**src/design/mcoc_pkg.sv**
```systemverilog
package mcoc_pkg;

  localparam int unsigned DimW    = 15;
  localparam int unsigned BppW    = 5;
  localparam int unsigned CntW    = 5;
  localparam int unsigned IdxW    = 4;
  localparam int unsigned SizeW   = 33;
  localparam int unsigned ShiftW  = 3;
  localparam int unsigned MaskW   = 4;
  localparam int unsigned MulW    = 2 * DimW;

  localparam logic [DimW-1:0]  MaxDim    = DimW'(16384);
  localparam logic [CntW-1:0]  MaxLevels = CntW'(16);
  localparam logic [SizeW-1:0] SizeMax   = {SizeW{1'b1}};

  // Smallest alignment mask when the pixel size is at most four bytes.
  localparam logic [MaskW-1:0] MinAlignMask = MaskW'(3);

  // One classified request as the back part consumes it.
  typedef struct packed {
    logic              err;
    logic              is3;
    logic [ShiftW-1:0] shift;
    logic [MaskW-1:0]  align_mask;
    logic [DimW-1:0]   width;
    logic [DimW-1:0]   height;
    logic [CntW-1:0]   count;
  } cmd_t;

endpackage

```
**src/design/mip_chain_offset_calculator.sv**
```systemverilog
// A valid request gives its results in level order, one level per cycle while
// the output is not stalled; an invalid request gives a single error result.
// The back unit works a request as a load, a first multiply and one emit per
// level, and passes an error result straight on from the queue.
// A two-entry request queue sits between the classifier and the level walker.
// Reset (rst_ni low, asynchronous) empties the queue and the output register.
module mip_chain_offset_calculator (
  input  logic                       clk_i,
  input  logic                       rst_ni,
  input  logic                       in_valid_i,
  output logic                       in_stall_o,
  input  logic [mcoc_pkg::BppW-1:0]  bytes_per_pixel_i,
  input  logic [mcoc_pkg::DimW-1:0]  base_width_i,
  input  logic [mcoc_pkg::DimW-1:0]  base_height_i,
  input  logic [mcoc_pkg::CntW-1:0]  level_count_i,
  output logic                       out_valid_o,
  input  logic                       out_stall_i,
  output logic [mcoc_pkg::IdxW-1:0]  level_index_o,
  output logic [mcoc_pkg::SizeW-1:0] level_offset_o,
  output logic [mcoc_pkg::SizeW-1:0] total_size_o,
  output logic                       error_flag_o,
  output logic                       last_o
);
  import mcoc_pkg::*;

  logic cmd_valid;
  logic cmd_pop;
  cmd_t cmd;

  mcoc_front u_front (
    .clk_i             (clk_i),
    .rst_ni            (rst_ni),
    .in_valid_i        (in_valid_i),
    .in_stall_o        (in_stall_o),
    .bytes_per_pixel_i (bytes_per_pixel_i),
    .base_width_i      (base_width_i),
    .base_height_i     (base_height_i),
    .level_count_i     (level_count_i),
    .cmd_valid_o       (cmd_valid),
    .cmd_o             (cmd),
    .cmd_pop_i         (cmd_pop)
  );

  mcoc_back u_back (
    .clk_i          (clk_i),
    .rst_ni         (rst_ni),
    .cmd_valid_i    (cmd_valid),
    .cmd_i          (cmd),
    .cmd_pop_o      (cmd_pop),
    .out_valid_o    (out_valid_o),
    .out_stall_i    (out_stall_i),
    .level_index_o  (level_index_o),
    .level_offset_o (level_offset_o),
    .total_size_o   (total_size_o),
    .error_flag_o   (error_flag_o),
    .last_o         (last_o)
  );

endmodule

```
**src/design/mcoc_front.sv**
```systemverilog
module mcoc_front (
  input  logic                      clk_i,
  input  logic                      rst_ni,
  input  logic                      in_valid_i,
  output logic                      in_stall_o,
  input  logic [mcoc_pkg::BppW-1:0] bytes_per_pixel_i,
  input  logic [mcoc_pkg::DimW-1:0] base_width_i,
  input  logic [mcoc_pkg::DimW-1:0] base_height_i,
  input  logic [mcoc_pkg::CntW-1:0] level_count_i,
  output logic                      cmd_valid_o,
  output mcoc_pkg::cmd_t            cmd_o,
  input  logic                      cmd_pop_i
);
  import mcoc_pkg::*;

  cmd_t       cmd_in;
  cmd_t       queue_q [2];
  logic       wr_ptr_q, wr_ptr_d;
  logic       rd_ptr_q, rd_ptr_d;
  logic [1:0] fill_q, fill_d;
  logic       push;
  logic       pop;
  logic       bpp_ok;

  always_comb begin
    cmd_in = '0;
    bpp_ok = 1'b1;
    unique case (bytes_per_pixel_i)
      BppW'(1): begin
        cmd_in.shift = ShiftW'(0);
      end
      BppW'(2): begin
        cmd_in.shift = ShiftW'(1);
      end
      BppW'(3): begin
        cmd_in.is3 = 1'b1;
      end
      BppW'(4): begin
        cmd_in.shift = ShiftW'(2);
      end
      BppW'(8): begin
        cmd_in.shift = ShiftW'(3);
      end
      BppW'(16): begin
        cmd_in.shift = ShiftW'(4);
      end
      default: begin
        bpp_ok = 1'b0;
      end
    endcase
    cmd_in.err = !bpp_ok || (level_count_i == '0);
    cmd_in.align_mask = (cmd_in.shift > ShiftW'(2))
                        ? MaskW'((1 << cmd_in.shift) - 1) : MinAlignMask;
    cmd_in.width  = (base_width_i > MaxDim) ? MaxDim : base_width_i;
    cmd_in.height = (base_height_i > MaxDim) ? MaxDim : base_height_i;
    cmd_in.count  = (level_count_i > MaxLevels) ? MaxLevels : level_count_i;
  end

  assign in_stall_o  = fill_q[1];
  assign push        = in_valid_i && !in_stall_o;
  assign cmd_valid_o = (fill_q != 2'd0);
  assign pop         = cmd_pop_i && cmd_valid_o;
  assign cmd_o       = queue_q[rd_ptr_q];

  always_comb begin
    wr_ptr_d = push ? !wr_ptr_q : wr_ptr_q;
    rd_ptr_d = pop ? !rd_ptr_q : rd_ptr_q;
    fill_d   = fill_q + {1'b0, push} - {1'b0, pop};
  end

  always_ff @(posedge clk_i or negedge rst_ni) begin
    if (!rst_ni) begin
      wr_ptr_q <= 1'b0;
      rd_ptr_q <= 1'b0;
      fill_q   <= 2'd0;
    end else begin
      wr_ptr_q <= wr_ptr_d;
      rd_ptr_q <= rd_ptr_d;
      fill_q   <= fill_d;
    end
  end

  always_ff @(posedge clk_i) begin
    if (push) begin
      queue_q[wr_ptr_q] <= cmd_in;
    end
  end

`ifndef SYNTHESIS
  a_fill_bound: assert property (@(posedge clk_i) disable iff (!rst_ni)
    fill_q != 2'd3)
    else $error("command queue fill count out of range");
  a_ptr_match: assert property (@(posedge clk_i) disable iff (!rst_ni)
    (fill_q == 2'd0 || fill_q == 2'd2) |-> (wr_ptr_q == rd_ptr_q))
    else $error("command queue pointers disagree with fill count");
  a_no_pop_empty: assert property (@(posedge clk_i) disable iff (!rst_ni)
    (fill_q == 2'd0) |=> (fill_q != 2'd3))
    else $error("command queue underflow");
`endif

endmodule

```
**src/design/mcoc_back.sv**
```systemverilog
module mcoc_back (
  input  logic                       clk_i,
  input  logic                       rst_ni,
  input  logic                       cmd_valid_i,
  input  mcoc_pkg::cmd_t             cmd_i,
  output logic                       cmd_pop_o,
  output logic                       out_valid_o,
  input  logic                       out_stall_i,
  output logic [mcoc_pkg::IdxW-1:0]  level_index_o,
  output logic [mcoc_pkg::SizeW-1:0] level_offset_o,
  output logic [mcoc_pkg::SizeW-1:0] total_size_o,
  output logic                       error_flag_o,
  output logic                       last_o
);
  import mcoc_pkg::*;

  cmd_t             cmd_q;
  logic             busy_q, busy_d;
  logic [DimW-1:0]  dim_w_q, dim_w_d;
  logic [DimW-1:0]  dim_h_q, dim_h_d;
  logic [CntW-1:0]  mul_left_q, mul_left_d;
  logic [SizeW-1:0] prod_q;
  logic             prod_vld_q, prod_vld_d;
  logic [CntW-1:0]  emit_idx_q, emit_idx_d;
  logic [SizeW-1:0] run_q, run_d;

  logic             out_vld_q, out_vld_d;
  logic [IdxW-1:0]  out_idx_q;
  logic [SizeW-1:0] out_off_q;
  logic [SizeW-1:0] out_tot_q;
  logic             out_err_q;
  logic             out_last_q;

  logic             out_free;
  logic             load;
  logic             err_fire;
  logic             emit_fire;
  logic             mul_fire;
  logic             emit_last;
  logic [MaskW-1:0] pad;
  logic [SizeW:0]   off_sum;
  logic [SizeW-1:0] off;
  logic [SizeW:0]   run_sum;
  logic [SizeW-1:0] run_new;
  logic [MulW-1:0]  mul;
  logic [SizeW:0]   scaled;

  assign out_free  = !out_vld_q || !out_stall_i;
  assign load      = !busy_q && cmd_valid_i && !cmd_i.err;
  assign err_fire  = !busy_q && cmd_valid_i && cmd_i.err && out_free;
  assign cmd_pop_o = load || err_fire;
  assign emit_fire = busy_q && prod_vld_q && out_free;
  assign mul_fire  = busy_q && (mul_left_q != '0) && (!prod_vld_q || emit_fire);
  assign emit_last = (emit_idx_q + CntW'(1)) == cmd_q.count;

  // Three-byte pixels keep the running size a multiple of three (every level
  // size is, and the total never reaches saturation), so the padding up to a
  // multiple of twelve follows from the two low bits alone.
  always_comb begin
    if (cmd_q.is3) begin
      pad = MaskW'(run_q[1:0]) * MaskW'(3);
    end else begin
      pad = (MaskW'(0) - run_q[MaskW-1:0]) & cmd_q.align_mask;
    end
    off_sum = {1'b0, run_q} + (SizeW+1)'(pad);
    off     = off_sum[SizeW] ? SizeMax : off_sum[SizeW-1:0];
    run_sum = {1'b0, off} + {1'b0, prod_q};
    run_new = run_sum[SizeW] ? SizeMax : run_sum[SizeW-1:0];
  end

  always_comb begin
    mul = MulW'(dim_w_q) * MulW'(dim_h_q);
    if (cmd_q.is3) begin
      scaled = ((SizeW+1)'(mul) << 1) + (SizeW+1)'(mul);
    end else begin
      scaled = (SizeW+1)'(mul) << cmd_q.shift;
    end
  end

  always_comb begin
    busy_d     = busy_q;
    dim_w_d    = dim_w_q;
    dim_h_d    = dim_h_q;
    mul_left_d = mul_left_q;
    prod_vld_d = prod_vld_q;
    emit_idx_d = emit_idx_q;
    run_d      = run_q;
    if (load) begin
      busy_d     = 1'b1;
      dim_w_d    = cmd_i.width;
      dim_h_d    = cmd_i.height;
      mul_left_d = cmd_i.count;
      prod_vld_d = 1'b0;
      emit_idx_d = '0;
      run_d      = '0;
    end else begin
      if (emit_fire) begin
        prod_vld_d = 1'b0;
        emit_idx_d = emit_idx_q + CntW'(1);
        run_d      = run_new;
        if (emit_last) begin
          busy_d = 1'b0;
        end
      end
      if (mul_fire) begin
        prod_vld_d = 1'b1;
        mul_left_d = mul_left_q - CntW'(1);
        dim_w_d    = (dim_w_q[DimW-1:1] == '0) ? DimW'(1) : (dim_w_q >> 1);
        dim_h_d    = (dim_h_q[DimW-1:1] == '0) ? DimW'(1) : (dim_h_q >> 1);
      end
    end
  end

  assign out_vld_d = err_fire || emit_fire || (out_vld_q && out_stall_i);

  always_ff @(posedge clk_i or negedge rst_ni) begin
    if (!rst_ni) begin
      busy_q     <= 1'b0;
      mul_left_q <= '0;
      prod_vld_q <= 1'b0;
      emit_idx_q <= '0;
      out_vld_q  <= 1'b0;
    end else begin
      busy_q     <= busy_d;
      mul_left_q <= mul_left_d;
      prod_vld_q <= prod_vld_d;
      emit_idx_q <= emit_idx_d;
      out_vld_q  <= out_vld_d;
    end
  end

  always_ff @(posedge clk_i) begin
    dim_w_q <= dim_w_d;
    dim_h_q <= dim_h_d;
    run_q   <= run_d;
    if (load) begin
      cmd_q <= cmd_i;
    end
    if (mul_fire) begin
      prod_q <= scaled[SizeW-1:0];
    end
    if (err_fire) begin
      out_idx_q  <= '0;
      out_off_q  <= '0;
      out_tot_q  <= '0;
      out_err_q  <= 1'b1;
      out_last_q <= 1'b1;
    end else if (emit_fire) begin
      out_idx_q  <= emit_idx_q[IdxW-1:0];
      out_off_q  <= off;
      out_tot_q  <= emit_last ? run_new : '0;
      out_err_q  <= 1'b0;
      out_last_q <= emit_last;
    end
  end

  assign out_valid_o    = out_vld_q;
  assign level_index_o  = out_idx_q;
  assign level_offset_o = out_off_q;
  assign total_size_o   = out_tot_q;
  assign error_flag_o   = out_err_q;
  assign last_o         = out_last_q;

`ifndef SYNTHESIS
  a_prod_in_busy: assert property (@(posedge clk_i) disable iff (!rst_ni)
    prod_vld_q |-> busy_q)
    else $error("product held while no request is active");
  a_idx_bound: assert property (@(posedge clk_i) disable iff (!rst_ni)
    busy_q |-> (emit_idx_q < cmd_q.count))
    else $error("level index ran past the level count");
  a_mul_ahead: assert property (@(posedge clk_i) disable iff (!rst_ni)
    busy_q |-> ((CntW+1)'(emit_idx_q) + (CntW+1)'(mul_left_q)
                + (CntW+1)'(prod_vld_q) == (CntW+1)'(cmd_q.count)))
    else $error("multiplier and emit counters out of step");
  a_err_shape: assert property (@(posedge clk_i) disable iff (!rst_ni)
    (out_vld_q && out_err_q) |-> (out_last_q && out_off_q == '0 && out_tot_q == '0))
    else $error("error result carries nonzero fields");
`endif

endmodule
```
**config.mk**
```make
export PLATFORM = sky130hd
export DESIGN_NAME = mip_chain_offset_calculator
export DESIGN_NICKNAME = d
export VERILOG_FILES = /design/src/design/mcoc_pkg.sv /design/src/design/mip_chain_offset_calculator.sv /design/src/design/mcoc_front.sv /design/src/design/mcoc_back.sv
export SDC_FILE = /design/constraint.sdc
export NUM_CORES = 1
export LEC_CHECK = 0
export BUFFER_PORTS_ARGS = -buffer_cell sky130_fd_sc_hd__clkbuf_2
export CAP_MARGIN = 20
export CORE_UTILIZATION = 55
export CTS_BUF_LIST = sky130_fd_sc_hd__clkbuf_8 sky130_fd_sc_hd__clkbuf_16
export CTS_CLUSTER_DIAMETER = 100
export DETAILED_ROUTE_END_ITERATION = 7
export PLACE_DENSITY = 0.83
export SLEW_MARGIN = 20
export SYNTH_ARGS = -nofsm -noshare
export SYNTH_HDL_FRONTEND = slang
export SYNTH_HIERARCHICAL = 1
export SYNTH_SLANG_ARGS = --single-unit
```
**constraint.sdc**
```tcl
create_clock -name clk_i -period 10.6 [get_ports clk_i]
set_input_delay 0 -clock clk_i [delete_from_list [all_inputs] [get_ports clk_i]]
set_output_delay 0 -clock clk_i [all_outputs]
set_load 0.01 [all_outputs]
```
==> key figures <==
Run status
  • Outcome: finished, final reports clean

Worst setup path
  • R2r endpoint: u_back/prod_q[27]
  • CP bufs+invs: 4
  • Worst EP arrival: 9090 ps
  • R2R Path Start: u_back/dim_w_q[7]
  • Slowest stage delay, CP: 670 ps
  • CP Launch Type: register
  • CP required: 10880 ps
  • Slowest-stage cell, CP: edfxtp_1
  • Critical path type: reg2reg
  • Worst reg2reg path depth: 27
  • Most frequent CP cell: fa_1
  • Crit path max-delay family: adder cells
  • CP Capture Type: register
  • Flop2flop setup slack: 1800 ps
  • Crit-path max FO: 17
  • Levels on crit path: 27

Yosys
  • Synth Flop Type: edfxtp_1
  • Yosys warnings: 6
  • Seq/Total Area, Yosys: 31.6%
  • Post-synth cell types: 91
  • EDFF count, synth: 162
  • #FFs+latches synth: 284
  • Syn Area/Cell: 9.51 um^2
  • Cell Area, Synth: 0.0234 mm^2
  • Async SR Flop Fraction: 5.99%
  • Post-synthesis cell count: 2459

GRT
  • Initial antenna violation count: 0
  • Gr ovfl total: 0
  • GRT Total Usage: 27.0%
  • First-pass GRT wire length: 95100 um
  • Pin count of the biggest net entering global routing: 74
  • Vias in the first global route: 18700

Die
  • Row cnt: 75
  • Initial Util: 55.7%
  • Area of the core: 0.0419 mm^2
  • Die height: 208 um
  • I/O pins: 118
  • DIE AREA: 0.0433 mm^2
  • Die Wd: 208 um

Cells and area
  • Fin cells: 3119
  • Area delta synth->final: 10.3%
  • Ant. Diodes: 0
  • Fin nets: 2942
  • Fraction of layout cells with a size suffix above 1: 9.07%

Clock tree
  • Post_cts resized: 0
  • CTS clk-pin slew, worst paths: 60 ps
  • Postcts setup bufs: 0
  • Clock root buffer: clkbuf_16
  • H-tree Lvls: 1
  • TritonCTS clock tree: yes
  • Maximum clock insertion buffer count: 3
  • CTS buffer count: 29
  • Clock sinks: 284
  • CTS hold repair buffers: 46
  • Clock latency on the worst-skew pair: 560 ps

Route
  • WL per Instance: 18.6 um
  • DR iter-0 viols: 1568
  • 1st-pass router iterations: 5
  • Drc violations: 0
  • DRT Wirelength: 58000 um
  • Final ANT Viol Nets: 0
  • Via count: 18300
  • Vias/cell: 5.86

Min path
  • Worst Hold Class: in2reg
  • Hold path cells: 3
  • Hold Crit Start: bytes_per_pixel_i[3]
  • Worst hold path endpoint: u_front/queue_q[1][42]

Timing
  • Fin. max-slew vios: 0
  • Final worst path period share: 83.0%
  • Fin Clk Skew: 10.9 ps
  • RSZ-0062 raised after global routing: false
  • Hold Worst Slack: 39.4 ps
  • FMAX: 114 MHz
  • Tmin final: 8800 ps
  • TNS Setup: 0 ps
  • Worst Tran Pin Value: 955 ps
  • Final hold violations: 0
  • Rel. slew slack: 36.0%
  • Final setup vio count: 0

Placed design
  • Port Buffer Count: 117
  • DPL Wire Length: 42400 um
  • Placed Cells: 3020
  • GPL Wtd Cong: 0.925

Job
  • Max Cap Violations: 0
## registers in the layout (all words and copies together) (netlist names)
signal / flops
u_front/queue_q: 86
u_back/level_offset_o: 33
u_back/prod_q: 33
u_back/run_q: 33
u_back/total_size_o: 33
u_back/dim_h_q: 15
u_back/dim_w_q: 15
u_back/cmd_q: 13
u_back/emit_idx_q: 5
u_back/mul_left_q: 5
u_back/level_index_o: 4
u_front/fill_q: 2
u_back/busy_q: 1
u_back/error_flag_o: 1
u_back/last_o: 1
u_back/out_valid_o: 1
u_back/prod_vld_q: 1
u_front/rd_ptr_q: 1
u_front/wr_ptr_q: 1
## synthesized netlist by cell type, types with 12 or more instances
cell type	instances	area [um^2]
o21a_1	16	120
xor2_1	42	368
nand4_1	15	93.8
nor2_1	111	417
mux2_2	12	135
nor3_1	18	90.1
o21ai_0	145	726
and2_1	143	895
inv_1	238	893
fa_1	170	3400
clkbuf_1	100	375
mux2i_1	42	420
nor2b_1	38	238
xnor2_1	70	613
mux2_1	43	484
a21o_1	32	240
ha_1	170	2130
nor4_1	13	81.3
edfxtp_1	162	4860
dfrtp_1	17	425
a22o_1	38	333
nand3_1	68	340
a21oi_1	96	480
dfxtp_1	105	2100
nand2_1	335	1260
nand2b_1	14	87.6
and3_1	12	75.1
o211ai_1	14	105
a211oi_1	15	113
## layout by cell type (no fill, tap or decap), drive strengths merged, types with 16 or more instances in the layout
cell type and count:
a211oi 17, a21o 33, a21oi 98, a22o 38, and2 143, buf 19, clkbuf 151, dfrtp 17
dfxtp 105, dlygate4sd3 46, edfxtp 162, fa 170, ha 170, inv 248, mux2 55, mux2i 42
nand2 336, nand3 68, nor2 111, nor2b 38, nor3 19, o21a 16, o21ai 146, xnor2 70
xor2 43
## layout make-up
cell class	instances	area, um^2
flip-flops and latches	284	7390
clock inverters	19	125
well taps	539	674
inverters	242	908
clock buffers	34	840
fillers	3390	16200
repair buffers	182	1190
multi-input cells	1819	14700
## stage by stage
stage          setup slack [ps]  area [um^2]  utilization, %
2_1_floorplan              2470        23400               -
3_3_place_gp               2020        24400            58.1
3_5_place_dp               1830        24400            58.1
4_1_cts                    1820        25800            61.5
5_1_grt                    1420        25800            61.5
6_report                   1800        25800            61.5
## cells by family after synthesis
group                    count (synthesis)  share of synthesized area, %
other                                    1                        0.0160
XOR/XNOR                               113                          4.27
buffers and inverters                  357                          5.88
adder cells (fa/ha/maj)                342                          23.7
flip-flops                             284                          31.6
multiplexers                           104                          5.15
AO/OA/AOI/OAI                          452                          12.8
AND/OR/NAND/NOR                        806                          16.5
## worst max-delay path by stage
| stage | from | end | slack [ps] |
|---|---|---|---|
| floorplan | u_back/dim_w_q[7] | u_back/prod_q[27] | 2470 |
| global placement | u_back/dim_h_q[5] | u_back/prod_q[27] | 2020 |
| detailed placement | u_back/dim_h_q[5] | u_back/prod_q[27] | 1830 |
| CTS | u_back/dim_h_q[5] | u_back/prod_q[27] | 1820 |
| global route | u_back/dim_w_q[7] | u_back/prod_q[30] | 1420 |
| finish | u_back/dim_w_q[7] | u_back/prod_q[27] | 1800 |
## metal layers
metal,track usage [%],wire length (um),vias to the layer above
li1,-,-,8610
met5,0,0,-
met2,48.3,29200,675
met4,7.51,1540,0
met1,34.4,24200,8883
met3,3.05,3110,124
## worst reg2reg max path, stage by stage (launching register included)
cell,delay [ps]
edfxtp_1,670
and2_1,290
fa_1,540
inv_1,50
fa_1,520
inv_1,50
fa_1,530
fa_1,440
fa_1,550
inv_1,60
fa_1,540
inv_1,40
ha_1,380
a211o_1,330
o41ai_2,510
and2_1,300
xnor2_1,220
ha_1,370
o211ai_1,130
nor2_1,60
a221oi_1,370
o211ai_1,190
a221o_1,420
a211o_1,330
a31o_2,240
a21o_1,180
xnor2_1,130
mux2i_1,80
Power is left out: the tool's default activity adds up to more than one toggle a clock period on the data nets, which glitch-free logic cannot reach.
